### src/isk_pkg.sv
`timescale 1ns / 1ps
`default_nettype none

package isk_pkg;

  localparam int MAX_NAME_DEF = 8;
  localparam int CFG_DATA_W   = 64;
  localparam int CFG_ADDR_W   = 5;
  localparam int LEN_W        = 4;
  localparam int FIFO_DEPTH   = 4;

  localparam logic [1:0] REG_SECTION_NAME   = 2'd0;
  localparam logic [1:0] REG_SECTION_LENGTH = 2'd1;
  localparam logic [1:0] REG_KEY_NAME       = 2'd2;
  localparam logic [1:0] REG_KEY_LENGTH     = 2'd3;

  localparam logic [7:0] CH_NUL  = 8'h00;
  localparam logic [7:0] CH_LBR  = 8'h5B;
  localparam logic [7:0] CH_RBR  = 8'h5D;
  localparam logic [7:0] CH_EQ   = 8'h3D;
  localparam logic [7:0] CH_NL   = 8'h0A;
  localparam logic [7:0] CH_TAB  = 8'h09;
  localparam logic [7:0] CH_VT   = 8'h0B;
  localparam logic [7:0] CH_FF   = 8'h0C;
  localparam logic [7:0] CH_BS   = 8'h08;
  localparam logic [7:0] CH_SP   = 8'h20;

  typedef struct packed {
    logic [63:0]      section_name;
    logic [LEN_W-1:0] section_length;
    logic [63:0]      key_name;
    logic [LEN_W-1:0] key_length;
  } cfg_t;

  typedef struct packed {
    logic [7:0] value_byte;
    logic       answer_end;
    logic       key_found;
  } result_t;

  typedef struct packed {
    logic    v0;
    logic    v1;
    result_t r0;
    result_t r1;
  } emit_t;

endpackage

`default_nettype wire

### src/isk_if.sv
`timescale 1ns / 1ps
`default_nettype none

interface isk_in_if;
  logic       valid;
  logic       ready;
  logic [7:0] text_byte;
  logic       final_byte;

  modport source (output valid, output text_byte, output final_byte, input ready);
  modport sink   (input valid, input text_byte, input final_byte, output ready);
endinterface

interface isk_out_if;
  logic       valid;
  logic       ready;
  logic [7:0] value_byte;
  logic       answer_end;
  logic       key_found;

  modport source (output valid, output value_byte, output answer_end, output key_found,
                  input ready);
  modport sink   (input valid, input value_byte, input answer_end, input key_found,
                  output ready);
endinterface

`default_nettype wire

### src/ini_section_key_lookup_core.sv
// INI section/key lookup.
// in_bus carries the text one word (byte plus final flag) per cycle while it is
// ready; out_bus returns value bytes of the matching key, then one terminator word
// whose key_found flag tells whether the key was seen. A final or NUL byte ends the
// text; a final byte also restarts the parser for the next text.
// Section and key names are written over the cfg_ port (64-bit registers at
// byte addresses 0, 8, 16, 24); the user must write them only while the block
// is idle, as the block does not enforce this. pready is always high.
// Throughput: one input word per cycle while in_bus.ready is high. A result
// passes the input register, then the parse logic writes it into the 4-entry
// result queue, from which out_bus presents it.
// A word that yields two results (value byte plus terminator) writes both
// queue entries at once; the queue absorbs it while input keeps flowing.
// When out_bus stalls, the queue fills and in_bus.ready drops while a word
// waits in the input register and fewer than two queue entries are free;
// nothing is lost.
// Reset (rst_n low, synchronous) clears registers, parse state and queue.
`timescale 1ns / 1ps
`default_nettype none

module ini_section_key_lookup_core #(
  parameter int MAX_NAME = isk_pkg::MAX_NAME_DEF
) (
  input  wire logic                           clk,
  input  wire logic                           rst_n,
  isk_in_if.sink                              in_bus,
  isk_out_if.source                           out_bus,
  input  wire logic                           cfg_psel,
  input  wire logic                           cfg_penable,
  input  wire logic                           cfg_pwrite,
  input  wire logic [isk_pkg::CFG_ADDR_W-1:0] cfg_paddr,
  input  wire logic [isk_pkg::CFG_DATA_W-1:0] cfg_pwdata,
  output logic      [isk_pkg::CFG_DATA_W-1:0] cfg_prdata,
  output logic                                cfg_pready
);

  isk_pkg::cfg_t  cfg;
  isk_pkg::emit_t em;
  logic           in_valid_r;
  logic [7:0]     in_text_r;
  logic           in_final_r;
  logic           room;
  logic           step;

  assign step         = in_valid_r && room;
  assign in_bus.ready = !in_valid_r || room;

  always_ff @(posedge clk) begin
    if (!rst_n) begin
      in_valid_r <= 1'b0;
    end else if (in_bus.ready) begin
      in_valid_r <= in_bus.valid;
    end
  end

  always_ff @(posedge clk) begin
    if (in_bus.ready && in_bus.valid) begin
      in_text_r  <= in_bus.text_byte;
      in_final_r <= in_bus.final_byte;
    end
  end

  isk_cfg_regs u_cfg (
    .clk         (clk),
    .rst_n       (rst_n),
    .cfg_psel    (cfg_psel),
    .cfg_penable (cfg_penable),
    .cfg_pwrite  (cfg_pwrite),
    .cfg_paddr   (cfg_paddr),
    .cfg_pwdata  (cfg_pwdata),
    .cfg_prdata  (cfg_prdata),
    .cfg_pready  (cfg_pready),
    .cfg         (cfg)
  );

  isk_parser #(
    .MAX_NAME (MAX_NAME)
  ) u_parser (
    .clk        (clk),
    .rst_n      (rst_n),
    .step       (step),
    .text_byte  (in_text_r),
    .final_byte (in_final_r),
    .cfg        (cfg),
    .em         (em)
  );

  isk_out_fifo u_fifo (
    .clk     (clk),
    .rst_n   (rst_n),
    .em      (em),
    .room    (room),
    .out_bus (out_bus)
  );

endmodule

`default_nettype wire

### src/isk_cfg_regs.sv
`timescale 1ns / 1ps
`default_nettype none

module isk_cfg_regs (
  input  wire logic                           clk,
  input  wire logic                           rst_n,
  input  wire logic                           cfg_psel,
  input  wire logic                           cfg_penable,
  input  wire logic                           cfg_pwrite,
  input  wire logic [isk_pkg::CFG_ADDR_W-1:0] cfg_paddr,
  input  wire logic [isk_pkg::CFG_DATA_W-1:0] cfg_pwdata,
  output logic      [isk_pkg::CFG_DATA_W-1:0] cfg_prdata,
  output logic                                cfg_pready,
  output isk_pkg::cfg_t                       cfg
);

  isk_pkg::cfg_t cfg_r;
  logic [1:0]    idx;
  logic          wr_en;

  assign idx        = cfg_paddr[4:3];
  assign wr_en      = cfg_psel && cfg_penable && cfg_pwrite;
  assign cfg_pready = 1'b1;
  assign cfg        = cfg_r;

  always_ff @(posedge clk) begin
    if (!rst_n) begin
      cfg_r <= '0;
    end else if (wr_en) begin
      unique case (idx)
        isk_pkg::REG_SECTION_NAME:   cfg_r.section_name   <= cfg_pwdata;
        isk_pkg::REG_SECTION_LENGTH: cfg_r.section_length <= cfg_pwdata[isk_pkg::LEN_W-1:0];
        isk_pkg::REG_KEY_NAME:       cfg_r.key_name       <= cfg_pwdata;
        isk_pkg::REG_KEY_LENGTH:     cfg_r.key_length     <= cfg_pwdata[isk_pkg::LEN_W-1:0];
        default: ;
      endcase
    end
  end

  always_comb begin
    unique case (idx)
      isk_pkg::REG_SECTION_NAME:   cfg_prdata = cfg_r.section_name;
      isk_pkg::REG_SECTION_LENGTH: cfg_prdata = {{(isk_pkg::CFG_DATA_W-isk_pkg::LEN_W){1'b0}},
                                                 cfg_r.section_length};
      isk_pkg::REG_KEY_NAME:       cfg_prdata = cfg_r.key_name;
      isk_pkg::REG_KEY_LENGTH:     cfg_prdata = {{(isk_pkg::CFG_DATA_W-isk_pkg::LEN_W){1'b0}},
                                                 cfg_r.key_length};
      default:                     cfg_prdata = '0;
    endcase
  end

endmodule

`default_nettype wire

### src/isk_parser.sv
`timescale 1ns / 1ps
`default_nettype none

module isk_parser #(
  parameter int MAX_NAME = isk_pkg::MAX_NAME_DEF
) (
  input  wire logic          clk,
  input  wire logic          rst_n,
  input  wire logic          step,
  input  wire logic [7:0]    text_byte,
  input  wire logic          final_byte,
  input  isk_pkg::cfg_t      cfg,
  output isk_pkg::emit_t     em
);

  localparam int TW = 8 * MAX_NAME;
  localparam int CW = $clog2(MAX_NAME + 2);

  localparam logic [2:0] PH_SEEK   = 3'd0;
  localparam logic [2:0] PH_HEADER = 3'd1;
  localparam logic [2:0] PH_BODY   = 3'd2;
  localparam logic [2:0] PH_VALUE  = 3'd3;
  localparam logic [2:0] PH_DONE   = 3'd4;

  logic [2:0]    phase_r, phase_nxt;
  logic [TW-1:0] hdr_text_r, hdr_text_nxt, line_text_r, line_text_nxt;
  logic [CW-1:0] hdr_cnt_r, hdr_cnt_nxt, line_cnt_r, line_cnt_nxt;

  logic [TW-1:0] hdr_app_text, line_app_text;
  logic [CW-1:0] hdr_app_cnt, line_app_cnt;
  logic          hdr_match, line_match;
  logic          is_nul, is_drop, proceed;

  // append the byte at the fill position, saturate past MAX_NAME
  always_comb begin
    hdr_app_text  = hdr_text_r;
    line_app_text = line_text_r;
    for (int i = 0; i < MAX_NAME; i++) begin
      if (hdr_cnt_r == CW'(i)) hdr_app_text[8*i +: 8] = text_byte;
      if (line_cnt_r == CW'(i)) line_app_text[8*i +: 8] = text_byte;
    end
    hdr_app_cnt  = (hdr_cnt_r < CW'(MAX_NAME)) ? hdr_cnt_r + CW'(1) : CW'(MAX_NAME + 1);
    line_app_cnt = (line_cnt_r < CW'(MAX_NAME)) ? line_cnt_r + CW'(1) : CW'(MAX_NAME + 1);
  end

  always_comb begin
    hdr_match  = (hdr_cnt_r <= CW'(MAX_NAME)) &&
                 (isk_pkg::LEN_W'(hdr_cnt_r) == cfg.section_length);
    line_match = (line_cnt_r <= CW'(MAX_NAME)) &&
                 (isk_pkg::LEN_W'(line_cnt_r) == cfg.key_length);
    for (int i = 0; i < MAX_NAME; i++) begin
      if (CW'(i) < hdr_cnt_r && hdr_text_r[8*i +: 8] != cfg.section_name[8*i +: 8])
        hdr_match = 1'b0;
      if (CW'(i) < line_cnt_r && line_text_r[8*i +: 8] != cfg.key_name[8*i +: 8])
        line_match = 1'b0;
    end
  end

  assign is_nul  = (text_byte == isk_pkg::CH_NUL);
  assign is_drop = (text_byte == isk_pkg::CH_SP) || (text_byte == isk_pkg::CH_TAB) ||
                   (text_byte == isk_pkg::CH_VT) || (text_byte == isk_pkg::CH_FF) ||
                   (text_byte == isk_pkg::CH_BS);
  assign proceed = !is_nul && !is_drop && (phase_r != PH_DONE);

  always_comb begin
    isk_pkg::result_t res_a;
    isk_pkg::result_t res_b;
    logic             has_a;
    logic             has_b;
    res_a         = '0;
    res_b         = '0;
    has_a         = 1'b0;
    has_b         = 1'b0;
    phase_nxt     = phase_r;
    hdr_text_nxt  = hdr_text_r;
    hdr_cnt_nxt   = hdr_cnt_r;
    line_text_nxt = line_text_r;
    line_cnt_nxt  = line_cnt_r;

    if (proceed) begin
      unique case (phase_r)
        PH_SEEK: begin
          if (text_byte == isk_pkg::CH_LBR) begin
            phase_nxt    = PH_HEADER;
            hdr_text_nxt = '0;
            hdr_cnt_nxt  = '0;
          end
        end
        PH_HEADER: begin
          if (text_byte == isk_pkg::CH_RBR) begin
            phase_nxt = hdr_match ? PH_BODY : PH_SEEK;
          end else begin
            hdr_text_nxt = hdr_app_text;
            hdr_cnt_nxt  = hdr_app_cnt;
          end
        end
        PH_BODY: begin
          if (text_byte == isk_pkg::CH_LBR) begin
            has_a            = 1'b1;
            res_a.answer_end = 1'b1;
            phase_nxt        = PH_DONE;
          end else if (text_byte == isk_pkg::CH_EQ && line_match) begin
            phase_nxt = PH_VALUE;
          end
        end
        PH_VALUE: begin
          has_a = 1'b1;
          if (text_byte == isk_pkg::CH_NL) begin
            res_a.answer_end = 1'b1;
            res_a.key_found  = 1'b1;
            phase_nxt        = PH_DONE;
          end else begin
            res_a.value_byte = text_byte;
          end
        end
        default: ;
      endcase
      if (text_byte == isk_pkg::CH_NL) begin
        line_text_nxt = '0;
        line_cnt_nxt  = '0;
      end else begin
        line_text_nxt = line_app_text;
        line_cnt_nxt  = line_app_cnt;
      end
    end

    if (final_byte || is_nul) begin
      if (phase_nxt != PH_DONE) begin
        res_b.answer_end = 1'b1;
        res_b.key_found  = (phase_nxt == PH_VALUE);
        has_b            = 1'b1;
      end
      if (final_byte) begin
        phase_nxt     = PH_SEEK;
        hdr_text_nxt  = '0;
        hdr_cnt_nxt   = '0;
        line_text_nxt = '0;
        line_cnt_nxt  = '0;
      end else begin
        phase_nxt = PH_DONE;
      end
    end

    // pack so that the first result always sits in slot 0
    em.v0 = step && (has_a || has_b);
    em.v1 = step && has_a && has_b;
    em.r0 = has_a ? res_a : res_b;
    em.r1 = res_b;
  end

  always_ff @(posedge clk) begin
    if (!rst_n) begin
      phase_r     <= PH_SEEK;
      hdr_text_r  <= '0;
      hdr_cnt_r   <= '0;
      line_text_r <= '0;
      line_cnt_r  <= '0;
    end else if (step) begin
      phase_r     <= phase_nxt;
      hdr_text_r  <= hdr_text_nxt;
      hdr_cnt_r   <= hdr_cnt_nxt;
      line_text_r <= line_text_nxt;
      line_cnt_r  <= line_cnt_nxt;
    end
  end

endmodule

`default_nettype wire

### src/isk_out_fifo.sv
`timescale 1ns / 1ps
`default_nettype none

module isk_out_fifo (
  input  wire logic     clk,
  input  wire logic     rst_n,
  input  isk_pkg::emit_t em,
  output logic          room,
  isk_out_if.source     out_bus
);

  localparam int DEPTH = isk_pkg::FIFO_DEPTH;
  localparam int PW    = $clog2(DEPTH);
  localparam int NW    = $clog2(DEPTH + 1);

  isk_pkg::result_t mem_r [DEPTH];
  logic [PW-1:0]    wp_r, wp_nxt, rp_r, rp_nxt;
  logic [NW-1:0]    cnt_r, cnt_nxt;
  logic             pop;
  logic [1:0]       push_n;

  assign pop    = out_bus.valid && out_bus.ready;
  assign push_n = {1'b0, em.v0} + {1'b0, em.v1};
  assign room   = (cnt_r <= NW'(DEPTH - 2));

  assign out_bus.valid      = (cnt_r != '0);
  assign out_bus.value_byte = mem_r[rp_r].value_byte;
  assign out_bus.answer_end = mem_r[rp_r].answer_end;
  assign out_bus.key_found  = mem_r[rp_r].key_found;

  always_comb begin
    wp_nxt  = wp_r + PW'(push_n);
    rp_nxt  = rp_r + PW'(pop);
    cnt_nxt = cnt_r + NW'(push_n) - NW'(pop);
  end

  always_ff @(posedge clk) begin
    if (!rst_n) begin
      wp_r  <= '0;
      rp_r  <= '0;
      cnt_r <= '0;
    end else begin
      wp_r  <= wp_nxt;
      rp_r  <= rp_nxt;
      cnt_r <= cnt_nxt;
    end
  end

  always_ff @(posedge clk) begin
    if (em.v0) mem_r[wp_r] <= em.r0;
    if (em.v1) mem_r[wp_r + PW'(1)] <= em.r1;
  end

endmodule

`default_nettype wire

### src/flat_wrapper.sv
// flat-port wrapper written by rule: the top's interface ports become plain ports
module ini_section_key_lookup_core_flat 
#(
  parameter int MAX_NAME = isk_pkg::MAX_NAME_DEF
)
  (clk, rst_n, cfg_psel, cfg_penable, cfg_pwrite, cfg_paddr, cfg_pwdata, cfg_prdata, cfg_pready, in_bus_valid, in_bus_text_byte, in_bus_final_byte, in_bus_ready, out_bus_valid, out_bus_value_byte, out_bus_answer_end, out_bus_key_found, out_bus_ready);
  isk_in_if in_bus_i ();
  isk_out_if out_bus_i ();
  input  wire logic clk;
  input  wire logic rst_n;
  input  wire logic cfg_psel;
  input  wire logic cfg_penable;
  input  wire logic cfg_pwrite;
  input  wire logic [isk_pkg::CFG_ADDR_W-1:0] cfg_paddr;
  input  wire logic [isk_pkg::CFG_DATA_W-1:0] cfg_pwdata;
  output logic      [isk_pkg::CFG_DATA_W-1:0] cfg_prdata;
  output logic cfg_pready;
  input wire logic [$bits(in_bus_i.valid)-1:0] in_bus_valid;
  input wire logic [$bits(in_bus_i.text_byte)-1:0] in_bus_text_byte;
  input wire logic [$bits(in_bus_i.final_byte)-1:0] in_bus_final_byte;
  output wire logic [$bits(in_bus_i.ready)-1:0] in_bus_ready;
  output wire logic [$bits(out_bus_i.valid)-1:0] out_bus_valid;
  output wire logic [$bits(out_bus_i.value_byte)-1:0] out_bus_value_byte;
  output wire logic [$bits(out_bus_i.answer_end)-1:0] out_bus_answer_end;
  output wire logic [$bits(out_bus_i.key_found)-1:0] out_bus_key_found;
  input wire logic [$bits(out_bus_i.ready)-1:0] out_bus_ready;
  assign in_bus_i.valid = in_bus_valid;
  assign in_bus_i.text_byte = in_bus_text_byte;
  assign in_bus_i.final_byte = in_bus_final_byte;
  assign in_bus_ready = in_bus_i.ready;
  assign out_bus_valid = out_bus_i.valid;
  assign out_bus_value_byte = out_bus_i.value_byte;
  assign out_bus_answer_end = out_bus_i.answer_end;
  assign out_bus_key_found = out_bus_i.key_found;
  assign out_bus_i.ready = out_bus_ready;
  ini_section_key_lookup_core #(.MAX_NAME(MAX_NAME)) u_core (.clk(clk), .rst_n(rst_n), .in_bus(in_bus_i), .out_bus(out_bus_i), .cfg_psel(cfg_psel), .cfg_penable(cfg_penable), .cfg_pwrite(cfg_pwrite), .cfg_paddr(cfg_paddr), .cfg_pwdata(cfg_pwdata), .cfg_prdata(cfg_prdata), .cfg_pready(cfg_pready));
endmodule
### config.mk
export PLATFORM = sky130hd
export DESIGN_NAME = ini_section_key_lookup_core_flat
export DESIGN_NICKNAME = d
export VERILOG_FILES = /design/src/isk_pkg.sv /design/src/isk_if.sv /design/src/ini_section_key_lookup_core.sv /design/src/isk_cfg_regs.sv /design/src/isk_parser.sv /design/src/isk_out_fifo.sv /design/src/flat_wrapper.sv
export SDC_FILE = /design/constraint.sdc
export NUM_CORES = 1
export LEC_CHECK = 0
export BUFFER_PORTS_ARGS = -buffer_cell sky130_fd_sc_hd__buf_2
export CAP_MARGIN = 20
export CORE_ASPECT_RATIO = 0.7
export CORE_UTILIZATION = 60
export DETAILED_ROUTE_END_ITERATION = 6
export PLACE_DENSITY = 0.89
export RECOVER_POWER = 100
export REMOVE_ABC_BUFFERS = 1
export SYNTH_ARGS = -nofsm -noshare
export SYNTH_HDL_FRONTEND = slang
export SYNTH_HIERARCHICAL = 1
export SYNTH_SLANG_ARGS = --single-unit
### constraint.sdc
create_clock -name clk -period 4.8 [get_ports clk]
set_input_delay 0.72 -clock clk [delete_from_list [all_inputs] [get_ports clk]]
set_output_delay 0.72 -clock clk [all_outputs]
set_load 0.02 [all_outputs]
# Word-level counts from Yosys, hierarchy flattened

Memories as Yosys holds them, arrays and structs flattened. A register that Yosys moved wholly into a read port is not among the register bits.
Cells that the tools add are included.

$add $sub $neg: 8
$lt $le $gt $ge: 21
Eq/ne operators: 50
Multiplexer cells: 84
Reductions and logical operators: 49

Operators by type and width:

| operator                                                              | count |
|---|---|
| 64-bit 2-to-1 mux                                                     | 9 |
| 64-bit one-hot mux with 4 select lines                                | 1 |
| 8-bit 2-to-1 mux                                                      | 18 |
| 8-bit != test                                                         | 16 |
| 64-bit one-hot mux with 2 select lines                                | 1 |
| 4-bit 2-to-1 mux                                                      | 11 |
| 8-bit by 4-bit equality test with 1-bit output, second input constant | 5 |
| 4-bit by 3-bit equality test with 1-bit output, second input constant | 8 |
| 3-bit by 4-bit < comparator with 1-bit output, first input constant   | 8 |
| 1-bit logical AND                                                     | 29 |
| 1-bit 2-to-1 mux                                                      | 25 |
| 3-bit 2-to-1 mux                                                      | 8 |
| 10-bit 2-to-1 mux                                                     | 2 |
| 4-bit by 2-bit equality test with 1-bit output, second input constant | 4 |
| 8-bit by 6-bit equality test with 1-bit output, second input constant | 2 |
| 8-bit by 7-bit equality test with 1-bit output, second input constant | 2 |
| 1-bit by 4-bit < comparator with 1-bit output, first input constant   | 4 |
| 2-bit by 4-bit < comparator with 1-bit output, first input constant   | 4 |
| 3-bit one-hot mux with 4 select lines                                 | 1 |
| 2-bit 2-to-1 mux                                                      | 5 |
| 3-bit by 2-bit equality test with 1-bit output, second input constant | 3 |
| 4-bit by 1-bit adder with 4-bit output, second input constant         | 2 |
| 4-bit by 1-bit equality test with 1-bit output, second input constant | 2 |
| 4-bit equality test                                                   | 2 |
| 23 further kinds                                                      | 40 |

Register bits: 292
Bits in writable memories: 40
Output and inout bits: 77
Memories: 1

Memory list:

| memory              | words | bits a word | read ports | clocked after Yosys merged registers in | write ports | RTL line           | source |
|---|---|---|---|---|---|---|---|
| u_core.u_fifo.mem_r | 4     | 10          | 1          | 1                                       | 2           | isk_out_fifo.sv:16 | `isk_pkg::result_t mem_r [DEPTH];` |

# Depth between registers and ports, before layout

Depth after elaboration: 23
Depth in mapped cells: 17

# By module

Netlist, hierarchy kept.

By module, submodules not included:

| module                      | instances | cells an instance | area each (um2) | seq. area each (um2) |
|---|---|---|---|---|
| isk_parser                  | 1         | 898               | 7936.4          | 2782.7 |
| isk_cfg_regs                | 1         | 657               | 6100.9          | 2722.6 |
| isk_out_fifo                | 1         | 140               | 2487.4          | 1341.3 |
| ini_section_key_lookup_core | 1         | 15                | 335.3           | 290.3 |

# Worst setup path before layout

No wires, ideal clock.

Kind: reg-to-reg
From: reg u_core.in_text_r[4]
To: reg u_core.u_fifo.cnt_r[2]
Data arrival time: 3.536 ns
Slack: 1.150 ns
Cell stages (with the launch flop): 17
Path buffers: 1
Clock period less this slack: 3.650 ns
Cells stage by stage: edfxtp_1 > nor3_1 > buf_2 > nand4_1 > a21oi_1 > a21boi_0 > o21ai_0 > o21ai_1 > and3_1 > ha_1 > inv_1 > ha_1 > inv_1 > ha_1 > fa_1 > xnor3_1 > nor2b_1

RTL lines:

| element                | RTL line                          | source |
|---|---|---|
| start, declared        | ini_section_key_lookup_core.sv:40 | `logic [7:0] in_text_r;` |
| start signal, assigned | ini_section_key_lookup_core.sv:58 | `in_text_r <= in_bus.text_byte;` |
| end signal, assigned   | isk_out_fifo.sv:45                | `cnt_r <= cnt_nxt;` |
| end, declared          | isk_out_fifo.sv:18                | `logic [NW-1:0] cnt_r, cnt_nxt;` |

==> impl_metrics.yaml <==
floorplanning:
  core_area_um2: 27150
  start_util_pct: 62.10
  core.rowCount: 50
  num_io_pins: 162
  die_w_um: 202.4
  die_h_um: 142.3
  dieArea_um2: 28790
pwr:
  ir_drop_uv: 263.5
  p_per_area_nw_per_um2: 333.5
  power_mw: 6.102
  p_leak_nw: 6.922
hold_path:
  hold_path_class: "input pin to register"
clock_network:
  cts-buffers-inserted: 30
  cts_tree: "yes"
  holdBufCountCts: 0
  clock_sinks: 332
  h-tree-depth: 1
  cts.reportedPaths.clkPinSlew_ns: 0.07
  cts_root_buf: "clkbuf_16"
  clock_path_buffers: 3
  clock_latency_ns: 0.58
  cts_setup_buffers: 0
  cts.repair.resized: 0
global_route:
  grt_pass1_vias: 12800
  grt_max_degree: 156
  overflow: 0
  grtUsageTotal_pct: 31.13
  grt_pass1_wl_um: 70730
  antenna_found_initial: 1
yosys:
  syn_inst: 1710
  synth_compound_area_share_pct: 10.49
  synthTopCellsByArea: "dfxtp_1, mux2i_1, edfxtp_1"
  ys_types: 71
  synth_xor_area_share_pct: 7.228
  synth_top_family_by_area: "simple AND/OR/NAND/NOR gates"
  synthFlopType: "dfxtp_1"
  syn_area_um2: 16860
  synth_top_area_share_pct: 33.60
  synth_most_common_cell: "dfxtp_1"
  synth-warning-count: 6
  yosys.area.top_type: "dfxtp_1"
  muxShareOfSynthArea_pct: 16.92
  synthSimpleGateAreaFrac_pct: 17.14
  synth-seq-area-share_pct: 42.33
  synth_edf_count: 49
  synth_area_per_cell_um2: 9.860
  synth-adder-area-share_pct: 1.009
  synth-seq-cells: 332
  ys_top_cells_by_count: "dfxtp_1, nand2_1, mux2i_1"
  async_reset_ff_share_pct: 0
detailed_routing:
  drt-wirelength-per-cell_um: 21.03
  ant_nets: 0
  totalWireLength_um: 46040
  via_count: 13420
  drc: 1
  first_iter_violations: 1307
  vias_per_cell: 6.131
  firstDrtPassIters: 7
place:
  io_buffer_count: 157
  hpwl_um: 31200
  gp_congestion: 0.9796
  placedCellCount: 2133
setup_path:
  critPathMaxFanout: 12
  crit_type: "register to register"
  critical_path_required_ns: 5.01
  cp-start-kind: "register"
  crit_path_end_kind: "register"
  arrival_ns: 4.66
timing:
  fin_crit_ns: 4.451
  tightest_slew_ns: 2.690
  finalHoldViolCount: 0
  rsz0062_at_grt: "no"
  skew_ns: 0.01699
  max_freq_ghz: 0.2246
  setup_viol_count_final: 0
  relSlewSlack_pct: -79.34
  setup_tns_ns: 0
  finalCritPeriodShare_pct: 92.74
  drv_slew: 302
layout:
  multiInputGateArea_um2: 8761
  antennaDiodeCount: 0
  fin_util_pct: 67.40
  drive_gt1_share_pct: 9.808
  area.growth.synth_to_final_pct: 8.534
  nets: 1899
  stdcell_count: 2189
  n_fill_cell: 2180
  register_area_um2: 7137
run_status:
  violations: "DRC, capacitance limit, slew limit"
  status: "finished, violations left"
job:
  max_cap_violations: 4
## final timing paths
| path | startpoint | end | slack [ns] | cells past startpoint |
|---|---|---|---|---|
| setup / recovery | u_core/in_text_r[0] | u_core/u_fifo/mem_r[2][3] | 0.35 | 10 |
| hold / removal | in_bus_text_byte[7] | u_core/in_text_r[7] | 0.37 | 1 |
| hold reg to reg | u_core/u_cfg/cfg[119] | u_core/u_cfg/cfg[119] | 0.49 | 2 |
| setup reg to reg | u_core/in_text_r[0] | u_core/u_fifo/mem_r[2][3] | 0.35 | 10 |
## sequential cells by signal, indices dropped and copies added, names as in the netlist
name,flops
u_core/u_parser/line_cnt_r,4
u_core/in_text_r,8
u_core/u_parser/hdr_text_r,64
u_core/u_parser/line_text_r,64
u_core/u_parser/hdr_cnt_r,4
u_core/in_final_r,1
u_core/u_fifo/cnt_r,3
u_core/u_parser/phase_r,3
u_core/u_fifo/wp_r,2
u_core/u_fifo/mem_r,40
u_core/u_cfg/cfg,136
u_core/in_valid_r,1
u_core/u_fifo/rp_r,2
## layer usage
layer | GRT usage, % | wire, um
met4 | 10.61 | 1500
met1 | 43.71 | 20140
met3 | 6.616 | 4481
met2 | 47.55 | 19900
met5 | 0 | 14
## critical path, stage by stage, from the launching register on
cell	delay, ns
edfxtp_1	0.66
clkbuf_1	0.31
and4b_1	0.30
nand2_1	0.28
nor2_1	0.09
o311a_1	0.34
o21ai_1	0.43
and3_1	0.36
nand3b_1	0.51
o21ai_0	0.28
clkbuf_1	0.52
## cell families (layout without fill, tap and decap cells)
kind of cell	after synthesis	in the layout
AND/OR/NAND/NOR	573	573
other	2	9
multiplexers	252	252
flip-flops	332	332
XOR/XNOR	136	136
adder cells (fa/ha/maj)	13	13
buffers and inverters	163	271
AO/OA/AOI/OAI	239	239
## stage by stage
stage	hold slack, ns	setup WS, ns	instance area, um2
finish	0.3724	0.3485	18300
global route	0.3619	0.1508	18300
CTS	0.3346	0.6344	18640
detailed placement	0.4767	0.6989	17690
global placement	0.4721	0.7811	17690
floorplan	0.4527	-2.904	16170
## report_power, final
group	internal (mW)	switching, mW
Combinational	0.292	0.483
Sequential	2.88	0.0844
Clock	1.32	1.04
Total	4.49	1.61
## final cells by class
| type | instances | area share [%] |
|---|---|---|
| clock inverters | 7 | 0.3419 |
| clock buffers | 49 | 4.889 |
| multi-input cells | 1222 | 47.88 |
| well taps | 364 | 2.489 |
| inverters | 27 | 0.5538 |
| flip-flops and latches | 332 | 39.00 |
| repair buffers | 188 | 4.848 |
## cell usage in the layout (no fill, tap or decap), drive strengths merged, types with 4 or more instances in the layout
cell type,n
dfxtp,283
nand2,223
mux2i,198
clkbuf,145
nor2b,128
a22oi,124
buf,92
nor2,79
xnor2,68
xor2,66
edfxtp,49
mux2,40
o21ai,34
and2,30
inv,26
nand4,24
and3,24
a21oi,22
nor4,20
mux4,14
nor3,12
ha,12
conb,9
a32oi,8
o22ai,8
nand2b,7
a21bo,7
or3,6
clkinv,6
a21boi,6
nand3,5
a211oi,5
o21a,5
a2111oi,5
and4,4
Note: power is estimated with default switching activity, not from simulation.
